<file path="src/rtl/mfd_pkg.sv">
// ----------------------------------------------------------------------------
// mfd_pkg
// Shared types and constants for the message frame decoder.
// ----------------------------------------------------------------------------
package mfd_pkg;

   localparam int ENTRY_LIMIT = 32;
   localparam int CNT_W       = $clog2(ENTRY_LIMIT + 2);
   localparam int QUEUE_DEPTH = 2;

   localparam logic [7:0] TYPE_MASK = 8'b0111_1111;
   localparam logic [7:0] ZERO_FLAG = 8'b1000_0000;

   typedef enum logic [1:0] {
      ST_ENTRY    = 2'd0,
      ST_EMPTY    = 2'd1,
      ST_SHORT    = 2'd2,
      ST_OVER     = 2'd3
   } status_type;

   typedef struct packed {
      status_type  status;
      logic [7:0]  msg_id;
      logic [7:0]  sender;
      logic [4:0]  entry_index;
      logic [6:0]  entry_type;
      logic [31:0] payload;
      logic        last_entry;
      logic        count_err;
   } cmd_type;

endpackage

</file>
<file path="src/rtl/mfd_front.sv">
// ----------------------------------------------------------------------------
// mfd_front
// Byte parser: walks the frame header and entries, pushes one command per
// completed entry or status event.
// ----------------------------------------------------------------------------
module mfd_front (
   input  logic             clock,
   input  logic             reset,
   input  logic             byte_valid,
   output logic             byte_ready,
   input  logic [7:0]       rx_byte,
   input  logic             frame_end,
   output logic             push,
   output mfd_pkg::cmd_type push_cmd,
   input  logic             queue_full
);
   import mfd_pkg::*;

   typedef enum logic [2:0] {
      PH_ID, PH_SENDER, PH_COUNT, PH_ENTRY, PH_PAYLOAD, PH_SKIP
   } phase_type;

   phase_type        phase_ff, phase_in;
   logic [7:0]       id_ff, id_in;
   logic [7:0]       sender_ff, sender_in;
   logic [CNT_W-1:0] total_ff, total_in;
   logic [CNT_W-1:0] done_ff, done_in;
   logic [6:0]       type_ff, type_in;
   logic [31:0]      acc_ff, acc_in;
   logic [1:0]       seen_ff, seen_in;

   logic             accept;
   logic             emit;
   cmd_type          cmd;
   logic             last;

   assign byte_ready = !queue_full;
   assign accept     = byte_valid && byte_ready;
   assign push       = accept && emit;
   assign push_cmd   = cmd;
   assign last       = (done_ff + 1'b1) >= total_ff;

   always_comb begin
      phase_in  = phase_ff;
      id_in     = id_ff;
      sender_in = sender_ff;
      total_in  = total_ff;
      done_in   = done_ff;
      type_in   = type_ff;
      acc_in    = acc_ff;
      seen_in   = seen_ff;
      emit      = 1'b0;
      cmd       = '0;
      case (phase_ff)
         PH_ID: begin
            id_in     = rx_byte;
            sender_in = '0;
            total_in  = '0;
            done_in   = '0;
            phase_in  = PH_SENDER;
            if (frame_end) begin
               emit          = 1'b1;
               cmd.status    = ST_SHORT;
               cmd.count_err = 1'b1;
               phase_in      = PH_ID;
            end
         end
         PH_SENDER: begin
            sender_in = rx_byte;
            phase_in  = PH_COUNT;
            if (frame_end) begin
               emit          = 1'b1;
               cmd.status    = ST_SHORT;
               cmd.count_err = 1'b1;
               phase_in      = PH_ID;
            end
         end
         PH_COUNT: begin
            total_in = rx_byte[CNT_W-1:0];
            done_in  = '0;
            if (rx_byte == 8'd0) begin
               emit       = 1'b1;
               cmd.status = ST_EMPTY;
               phase_in   = frame_end ? PH_ID : PH_SKIP;
            end else if (rx_byte > 8'(ENTRY_LIMIT)) begin
               emit          = 1'b1;
               cmd.status    = ST_OVER;
               cmd.count_err = 1'b1;
               phase_in      = frame_end ? PH_ID : PH_SKIP;
            end else if (frame_end) begin
               emit          = 1'b1;
               cmd.status    = ST_SHORT;
               cmd.count_err = 1'b1;
               phase_in      = PH_ID;
            end else begin
               phase_in = PH_ENTRY;
            end
         end
         PH_ENTRY: begin
            type_in  = rx_byte[6:0] & TYPE_MASK[6:0];
            acc_in   = '0;
            seen_in  = '0;
            phase_in = PH_PAYLOAD;
            if ((rx_byte & ZERO_FLAG) != 8'd0) begin
               emit = 1'b1;
            end else if (frame_end) begin
               emit          = 1'b1;
               cmd.status    = ST_SHORT;
               cmd.count_err = 1'b1;
               phase_in      = PH_ID;
            end
         end
         PH_PAYLOAD: begin
            case (seen_ff)
               2'd0:    acc_in[7:0]   = rx_byte;
               2'd1:    acc_in[15:8]  = rx_byte;
               2'd2:    acc_in[23:16] = rx_byte;
               default: acc_in[31:24] = rx_byte;
            endcase
            seen_in = seen_ff + 2'd1;
            if (seen_ff == 2'd3) begin
               emit = 1'b1;
            end else if (frame_end) begin
               emit          = 1'b1;
               cmd.status    = ST_SHORT;
               cmd.count_err = 1'b1;
               phase_in      = PH_ID;
            end
         end
         default: begin
            phase_in = frame_end ? PH_ID : PH_SKIP;
         end
      endcase

      // complete an entry: zero-flag entry byte or fourth payload byte
      if (emit && (phase_in == PH_PAYLOAD || (phase_ff == PH_PAYLOAD && seen_ff == 2'd3))) begin
         done_in = done_ff + 1'b1;
         if (!last && frame_end) begin
            cmd.status    = ST_SHORT;
            cmd.count_err = 1'b1;
            phase_in      = PH_ID;
         end else begin
            cmd.status      = ST_ENTRY;
            cmd.entry_index = done_ff[4:0];
            cmd.entry_type  = (phase_ff == PH_ENTRY) ? type_in : type_ff;
            cmd.payload     = (phase_ff == PH_ENTRY) ? 32'd0 : acc_in;
            cmd.last_entry  = last;
            phase_in        = last ? (frame_end ? PH_ID : PH_SKIP) : PH_ENTRY;
         end
      end
      cmd.msg_id = id_in;
      cmd.sender = sender_in;
   end

   always_ff @(posedge clock) begin
      if (reset) begin
         phase_ff  <= PH_ID;
         id_ff     <= '0;
         sender_ff <= '0;
         total_ff  <= '0;
         done_ff   <= '0;
         type_ff   <= '0;
         acc_ff    <= '0;
         seen_ff   <= '0;
      end else if (accept) begin
         phase_ff  <= phase_in;
         id_ff     <= id_in;
         sender_ff <= sender_in;
         total_ff  <= total_in;
         done_ff   <= done_in;
         type_ff   <= type_in;
         acc_ff    <= acc_in;
         seen_ff   <= seen_in;
      end
   end

endmodule

</file>
<file path="src/rtl/mfd_queue.sv">
// ----------------------------------------------------------------------------
// mfd_queue
// Short command queue between the parser and the result stage.
// ----------------------------------------------------------------------------
module mfd_queue (
   input  logic             clock,
   input  logic             reset,
   input  logic             push,
   input  mfd_pkg::cmd_type push_cmd,
   output logic             full,
   input  logic             pop,
   output logic             not_empty,
   output mfd_pkg::cmd_type pop_cmd
);
   import mfd_pkg::*;

   localparam int PTR_W = $clog2(QUEUE_DEPTH);

   cmd_type                entry_ff [QUEUE_DEPTH];
   logic [PTR_W-1:0]       wr_ff, wr_in;
   logic [PTR_W-1:0]       rd_ff, rd_in;
   logic [PTR_W:0]         count_ff, count_in;
   logic                   do_push;
   logic                   do_pop;

   assign full      = count_ff == (PTR_W+1)'(QUEUE_DEPTH);
   assign not_empty = count_ff != '0;
   assign pop_cmd   = entry_ff[rd_ff];
   assign do_push   = push && !full;
   assign do_pop    = pop && not_empty;

   always_comb begin
      wr_in    = wr_ff;
      rd_in    = rd_ff;
      count_in = count_ff;
      if (do_push) begin
         wr_in = (wr_ff == PTR_W'(QUEUE_DEPTH - 1)) ? '0 : wr_ff + 1'b1;
      end
      if (do_pop) begin
         rd_in = (rd_ff == PTR_W'(QUEUE_DEPTH - 1)) ? '0 : rd_ff + 1'b1;
      end
      case ({do_push, do_pop})
         2'b10:   count_in = count_ff + 1'b1;
         2'b01:   count_in = count_ff - 1'b1;
         default: count_in = count_ff;
      endcase
   end

   always_ff @(posedge clock) begin
      if (do_push) begin
         entry_ff[wr_ff] <= push_cmd;
      end
      if (reset) begin
         wr_ff    <= '0;
         rd_ff    <= '0;
         count_ff <= '0;
      end else begin
         wr_ff    <= wr_in;
         rd_ff    <= rd_in;
         count_ff <= count_in;
      end
   end

endmodule

</file>
<file path="src/rtl/mfd_back.sv">
// ----------------------------------------------------------------------------
// mfd_back
// Result stage: keeps the saturating error count and holds the output
// register of the result channel.
// ----------------------------------------------------------------------------
module mfd_back (
   input  logic             clock,
   input  logic             reset,
   input  logic             cmd_valid,
   input  mfd_pkg::cmd_type cmd,
   output logic             cmd_pop,
   output logic             rsp_tvalid,
   input  logic             rsp_tready,
   output logic [79:0]      rsp_tdata,
   output logic             rsp_tlast
);
   import mfd_pkg::*;

   logic          valid_ff, valid_in;
   logic [15:0]   err_ff, err_in;
   cmd_type       out_ff;

   assign cmd_pop    = cmd_valid && (!valid_ff || rsp_tready);
   assign rsp_tvalid = valid_ff;
   assign rsp_tlast  = out_ff.last_entry;
   assign rsp_tdata  = {2'b00, err_ff, out_ff.payload, out_ff.entry_type,
                        out_ff.entry_index, out_ff.sender, out_ff.msg_id,
                        out_ff.status};

   always_comb begin
      err_in   = err_ff;
      valid_in = valid_ff;
      if (rsp_tready) begin
         valid_in = 1'b0;
      end
      if (cmd_pop) begin
         valid_in = 1'b1;
         if (cmd.count_err && err_ff != 16'hFFFF) begin
            err_in = err_ff + 16'd1;
         end
      end
   end

   always_ff @(posedge clock) begin
      if (cmd_pop) begin
         out_ff <= cmd;
      end
      if (reset) begin
         valid_ff <= 1'b0;
         err_ff   <= '0;
      end else begin
         valid_ff <= valid_in;
         err_ff   <= err_in;
      end
   end

endmodule

</file>
<file path="src/rtl/message_frame_decoder_unit.sv">
// ----------------------------------------------------------------------------
// message_frame_decoder_unit
// Decodes a byte stream of message frames into entry and status results.
//
// The req_ channel carries one frame byte per transfer, frame end on tlast.
// The rsp_ channel carries one result per completed entry or status event;
// tlast marks the final entry of a message. Bytes that complete nothing
// give no transfer.
// A new byte is taken every cycle while the queue is not full. A result is
// written by the parser into a two-entry queue, then into the output
// register. When the receiver stalls the queue fills and req_tready drops
// once both entries and the output register hold results.
// Reset clears the parser to expect an id byte, empties the queue and the
// output register and zeroes the error count.
// ----------------------------------------------------------------------------
module message_frame_decoder_unit (
   input  logic        clock,
   input  logic        reset,
   input  logic        req_tvalid,
   output logic        req_tready,
   input  logic [7:0]  req_tdata,   // rx_byte
   input  logic        req_tlast,   // frame_end
   output logic        rsp_tvalid,
   input  logic        rsp_tready,
   output logic [79:0] rsp_tdata,   // status, msg_id, sender, entry_index,
                                    // entry_type, payload, error_total, zero pad
   output logic        rsp_tlast    // last_entry
);
   import mfd_pkg::*;

   logic    push;
   cmd_type push_cmd;
   logic    full;
   logic    pop;
   logic    not_empty;
   cmd_type pop_cmd;

   mfd_front u_front (
      .clock      (clock),
      .reset      (reset),
      .byte_valid (req_tvalid),
      .byte_ready (req_tready),
      .rx_byte    (req_tdata),
      .frame_end  (req_tlast),
      .push       (push),
      .push_cmd   (push_cmd),
      .queue_full (full)
   );

   mfd_queue u_queue (
      .clock     (clock),
      .reset     (reset),
      .push      (push),
      .push_cmd  (push_cmd),
      .full      (full),
      .pop       (pop),
      .not_empty (not_empty),
      .pop_cmd   (pop_cmd)
   );

   mfd_back u_back (
      .clock      (clock),
      .reset      (reset),
      .cmd_valid  (not_empty),
      .cmd        (pop_cmd),
      .cmd_pop    (pop),
      .rsp_tvalid (rsp_tvalid),
      .rsp_tready (rsp_tready),
      .rsp_tdata  (rsp_tdata),
      .rsp_tlast  (rsp_tlast)
   );

endmodule

</file>
<file path="config.mk">
export PLATFORM = sky130hd
export DESIGN_NAME = message_frame_decoder_unit
export DESIGN_NICKNAME = d
export VERILOG_FILES = /design/src/rtl/mfd_pkg.sv /design/src/rtl/mfd_front.sv /design/src/rtl/mfd_queue.sv /design/src/rtl/mfd_back.sv /design/src/rtl/message_frame_decoder_unit.sv
export SDC_FILE = /design/constraint.sdc
export NUM_CORES = 1
export LEC_CHECK = 0
export BUFFER_PORTS_ARGS = -buffer_cell sky130_fd_sc_hd__buf_2
export CORE_AREA = 5 5 155 157
export DETAILED_ROUTE_END_ITERATION = 12
export DIE_AREA = 0 0 160 162
export HOLD_SLACK_MARGIN = 0.12
export PLACE_DENSITY_LB_ADDON = 0.15
export SYNTH_ARGS = -nofsm -noshare
export SYNTH_HDL_FRONTEND = slang
export SYNTH_SLANG_ARGS = --single-unit
export TNS_END_PERCENT = 30
</file>
<file path="constraint.sdc">
create_clock -name clock -period 5.3 [get_ports clock]
set_input_delay 0.795 -clock clock [delete_from_list [all_inputs] [get_ports clock]]
set_output_delay 0.795 -clock clock [all_outputs]
set_load 0.02 [all_outputs]
</file>
==> reports/results.ini <==
[run_status]
status=finished clean

[timing]
rsz0062_at_grt=no
finalClockSkew_ps=13.3
worstMarginPinSlew_ps=1040
relSlewSlack=0.307
setup_tns_ps=0
post-route-min-period_ps=3210
fin_crit_sh=0.606
finalMaxSlewViolations=0
fmax_ghz=0.312
hold_viol=0
setup_viol=0

[floorplan]
pin_count=96
die_w_microns=160
rows=55
die_h_microns=162
core-area_sq_mm=0.0224
initial_core_util=0.529
die_area_sq_mm=0.0259

[synthesis]
ys_ff_latch=285
synth_enable_flop_cells=191
syn-cell-area_sq_mm=0.0118
yosys_most_used_dff=edfxtp_1
ys_warn_count=0
ys_seq_area_frac=0.644
async_flop_share=0
syn_inst=974
synth_cell_types=62
syn_area_per_cell_sq_um=12.2

[critical_path]
worst_ep_arrival_time_ps=3370
crit_family=flip-flops
path_class=flop to flop
critPathMaxFanout=64
path_cells=nand3_1 -> o31ai_2 -> nand2_1 -> nor2_4 -> buf_4
end_kind=flop
cpPeakStageDelay_ps=870
critPathBufInv=1
required_ps=5460
critPathSlowestCell=dfxtp_1
start_kind=flop

[grt]
grt_pass1_wl_mm=39.1
grt_pass1_vias=7383
busiest_layer=met2
met2_usage=0.310
use_met1=0.251
grt_max_degree=65
gr-usage-met3=0.0299
antenna_found_initial=0
overflow=0
grt_usage=0.183

[clock_tree]
post_cts_buffers=0
cts-root-buf=clkbuf_16
clk_latency_ps=540
h-tree-depth=1
path_clk_slew_ps=60
clkSinkCount=285
hold_buffers=0
clockBufferDepth=3
cts_tree=yes
cts-resized-gates=0
numCtsBuffers=30

[cells_and_area]
design_area_sq_mm=0.0134
fillers=1816
nets=1068
drive_gt1_frac=0.221
seq_area_sq_mm=0.00762
post-route-util=0.601
diodes=0
area.growth.synth_to_final_pct=13.6
multi_input_area_sq_mm=0.00392

[detailed_routing]
drc=0
drt-pass1-iter-count=6
drt_iter0_drc=596
drt_wl_total_mm=24.3
wire_per_inst_microns=18.0
antenna_left=0
vias=7693
vias_per_cell=5.69

[hold_path]
worst_hold_path_type=flop to flop

[power]
sequentialPowerShare=0.458
power.density_mw_per_mm2=495
internal-power_mw=4.68
leakagePower_nw=4.60
p_sw_mw=1.97
pwr-share-clk=0.304
vdd_drop_max_uv=419
comb_power_share=0.239
swShare=0.297

[placed_design]
dp_hpwl_mm=14.9
gp_congestion=0.845
postPlaceCellArea_sq_mm=0.0125
io_buffers=93

[job]
maxCapViolCount=0

power groups by stage:
stage / clock network [mW] / registers, mW / logic (mW)
after global placement: 0 / 3.08 / 1.61
after detailed placement: 0 / 3.09 / 1.62
final: 2.02 / 3.04 / 1.59
after global routing: 2.17 / 3.08 / 1.72
after CTS: 2.07 / 3.05 / 1.63
after floorplan: 0 / 3.39 / 0.859
per-layer routing:
| layer | wire length, microns | share of wire |
|---|---|---|
| met2 | 11800 | 0.48 |
| met4 | 346 | 0.014 |
| met5 | 0 | 0 |
| met1 | 10900 | 0.45 |
| met3 | 1250 | 0.052 |
layout make-up:
type	instances	area share
multi-input cells	611	0.292
inverters	12	0.00344
clock buffers	43	0.0633
flip-flops and latches	285	0.567
well taps	285	0.0265
repair buffers	102	0.0397
clock inverters	13	0.00875
state kept, by name (all words and copies together), names as in the netlist, 3 cells and up, named ones only:
| name | count |
|---|---|
| u_front.type_ff | 7 |
| u_queue.entry_ff | 128 |
| u_front.sender_ff | 8 |
| u_front.id_ff | 8 |
| u_front.phase_ff | 3 |
| u_back.rsp_tdata | 62 |
| u_back.err_ff | 16 |
| u_front.done_ff | 6 |
| u_front.total_ff | 6 |
| u_front.acc_ff | 32 |
cell usage in the layout, fill, tap and decap left out, types with 6 or more instances in the layout:
master / count
nand2_1: 119
mux2_2: 71
nor2b_1: 23
nand4_1: 10
buf_2: 93
a31oi_1: 18
o21ai_0: 9
xor2_1: 9
xnor2_1: 14
a2bb2oi_1: 21
clkbuf_1: 9
clkbuf_16: 31
a21oi_1: 81
inv_1: 11
buf_4: 9
a22oi_1: 17
nor3_1: 7
ha_1: 13
and2_1: 6
nand3_1: 35
a22o_1: 8
and3_1: 10
edfxtp_1: 191
o211ai_1: 9
dfxtp_1: 93
nor2_1: 72
metrics by stage:
step	power (mW)	worst slack [ps]	instances	hold slack, ps
6_report	6.65	2090	1351	454
5_1_grt	6.97	1850	1351	470
4_1_cts	6.74	2090	1351	456
3_5_place_dp	4.71	1690	1295	445
3_3_place_gp	4.69	1730	1295	440
2_1_floorplan	4.24	287	975	432
cells in the mapped netlist, types with 2 or more instances:
library cell  number  share of area
ha_1              13          0.014
buf_4              3         0.0019
nand2b_1           4         0.0021
inv_1             12         0.0038
a21o_1             2         0.0013
nor2b_1           23          0.012
nand2_1          119          0.038
dfxtp_1           94           0.16
and2_1             6         0.0032
nor4_2             3         0.0032
mux2_2            71          0.068
nor3_2             2         0.0017
buf_2             14         0.0059
or3_1              2         0.0011
xor2_1             9         0.0067
o21ai_1            2        0.00085
nor4_1             5         0.0026
nor3_1             7         0.0030
edfxtp_1         191           0.48
a31oi_1           18         0.0095
a21oi_1           81          0.034
a211oi_1           3         0.0019
nand4_1           10         0.0053
a22oi_1           17          0.011
o211ai_1           9         0.0057
clkbuf_1          46          0.015
o2111ai_1          2         0.0015
a32oi_1            4         0.0030
and3_1            10         0.0053
nor3b_1            3         0.0019
xnor2_1           14          0.010
nand3_1           35          0.015
a22o_1             8         0.0059
o21ai_0            9         0.0038
a2bb2oi_1         21          0.016
buf_1              3        0.00095
nor2_1            74          0.023
final timing paths:
kind	slack, ps	cells past startpoint	end	from
worst max-delay path	2090	5	u_queue.entry_ff[1][62]	u_front.phase_ff[1]
worst min register to register	450	2	u_front.id_ff[3]	u_front.id_ff[3]
worst min-delay path	450	2	u_front.id_ff[3]	u_front.id_ff[3]
worst max register to register	2090	5	u_queue.entry_ff[1][62]	u_front.phase_ff[1]
worst min-delay path, stage by stage, from the launching register on:
cell	delay, ps
dfxtp_1	310
nand2_1	50
a21oi_1	50
cells by family after synthesis:
kind of cell,Yosys count,synth area share
AOI/OAI and AO/OA,186,0.102
xor gates and xnor gates,23,0.0170
adders and majority gates,14,0.0146
buffers and inverters,79,0.0276
DFF,285,0.644
muxes,72,0.0684
other,1,0.000317
and+or+nand+nor,314,0.127
No activity file was read; power rests on OpenSTA's default activity.
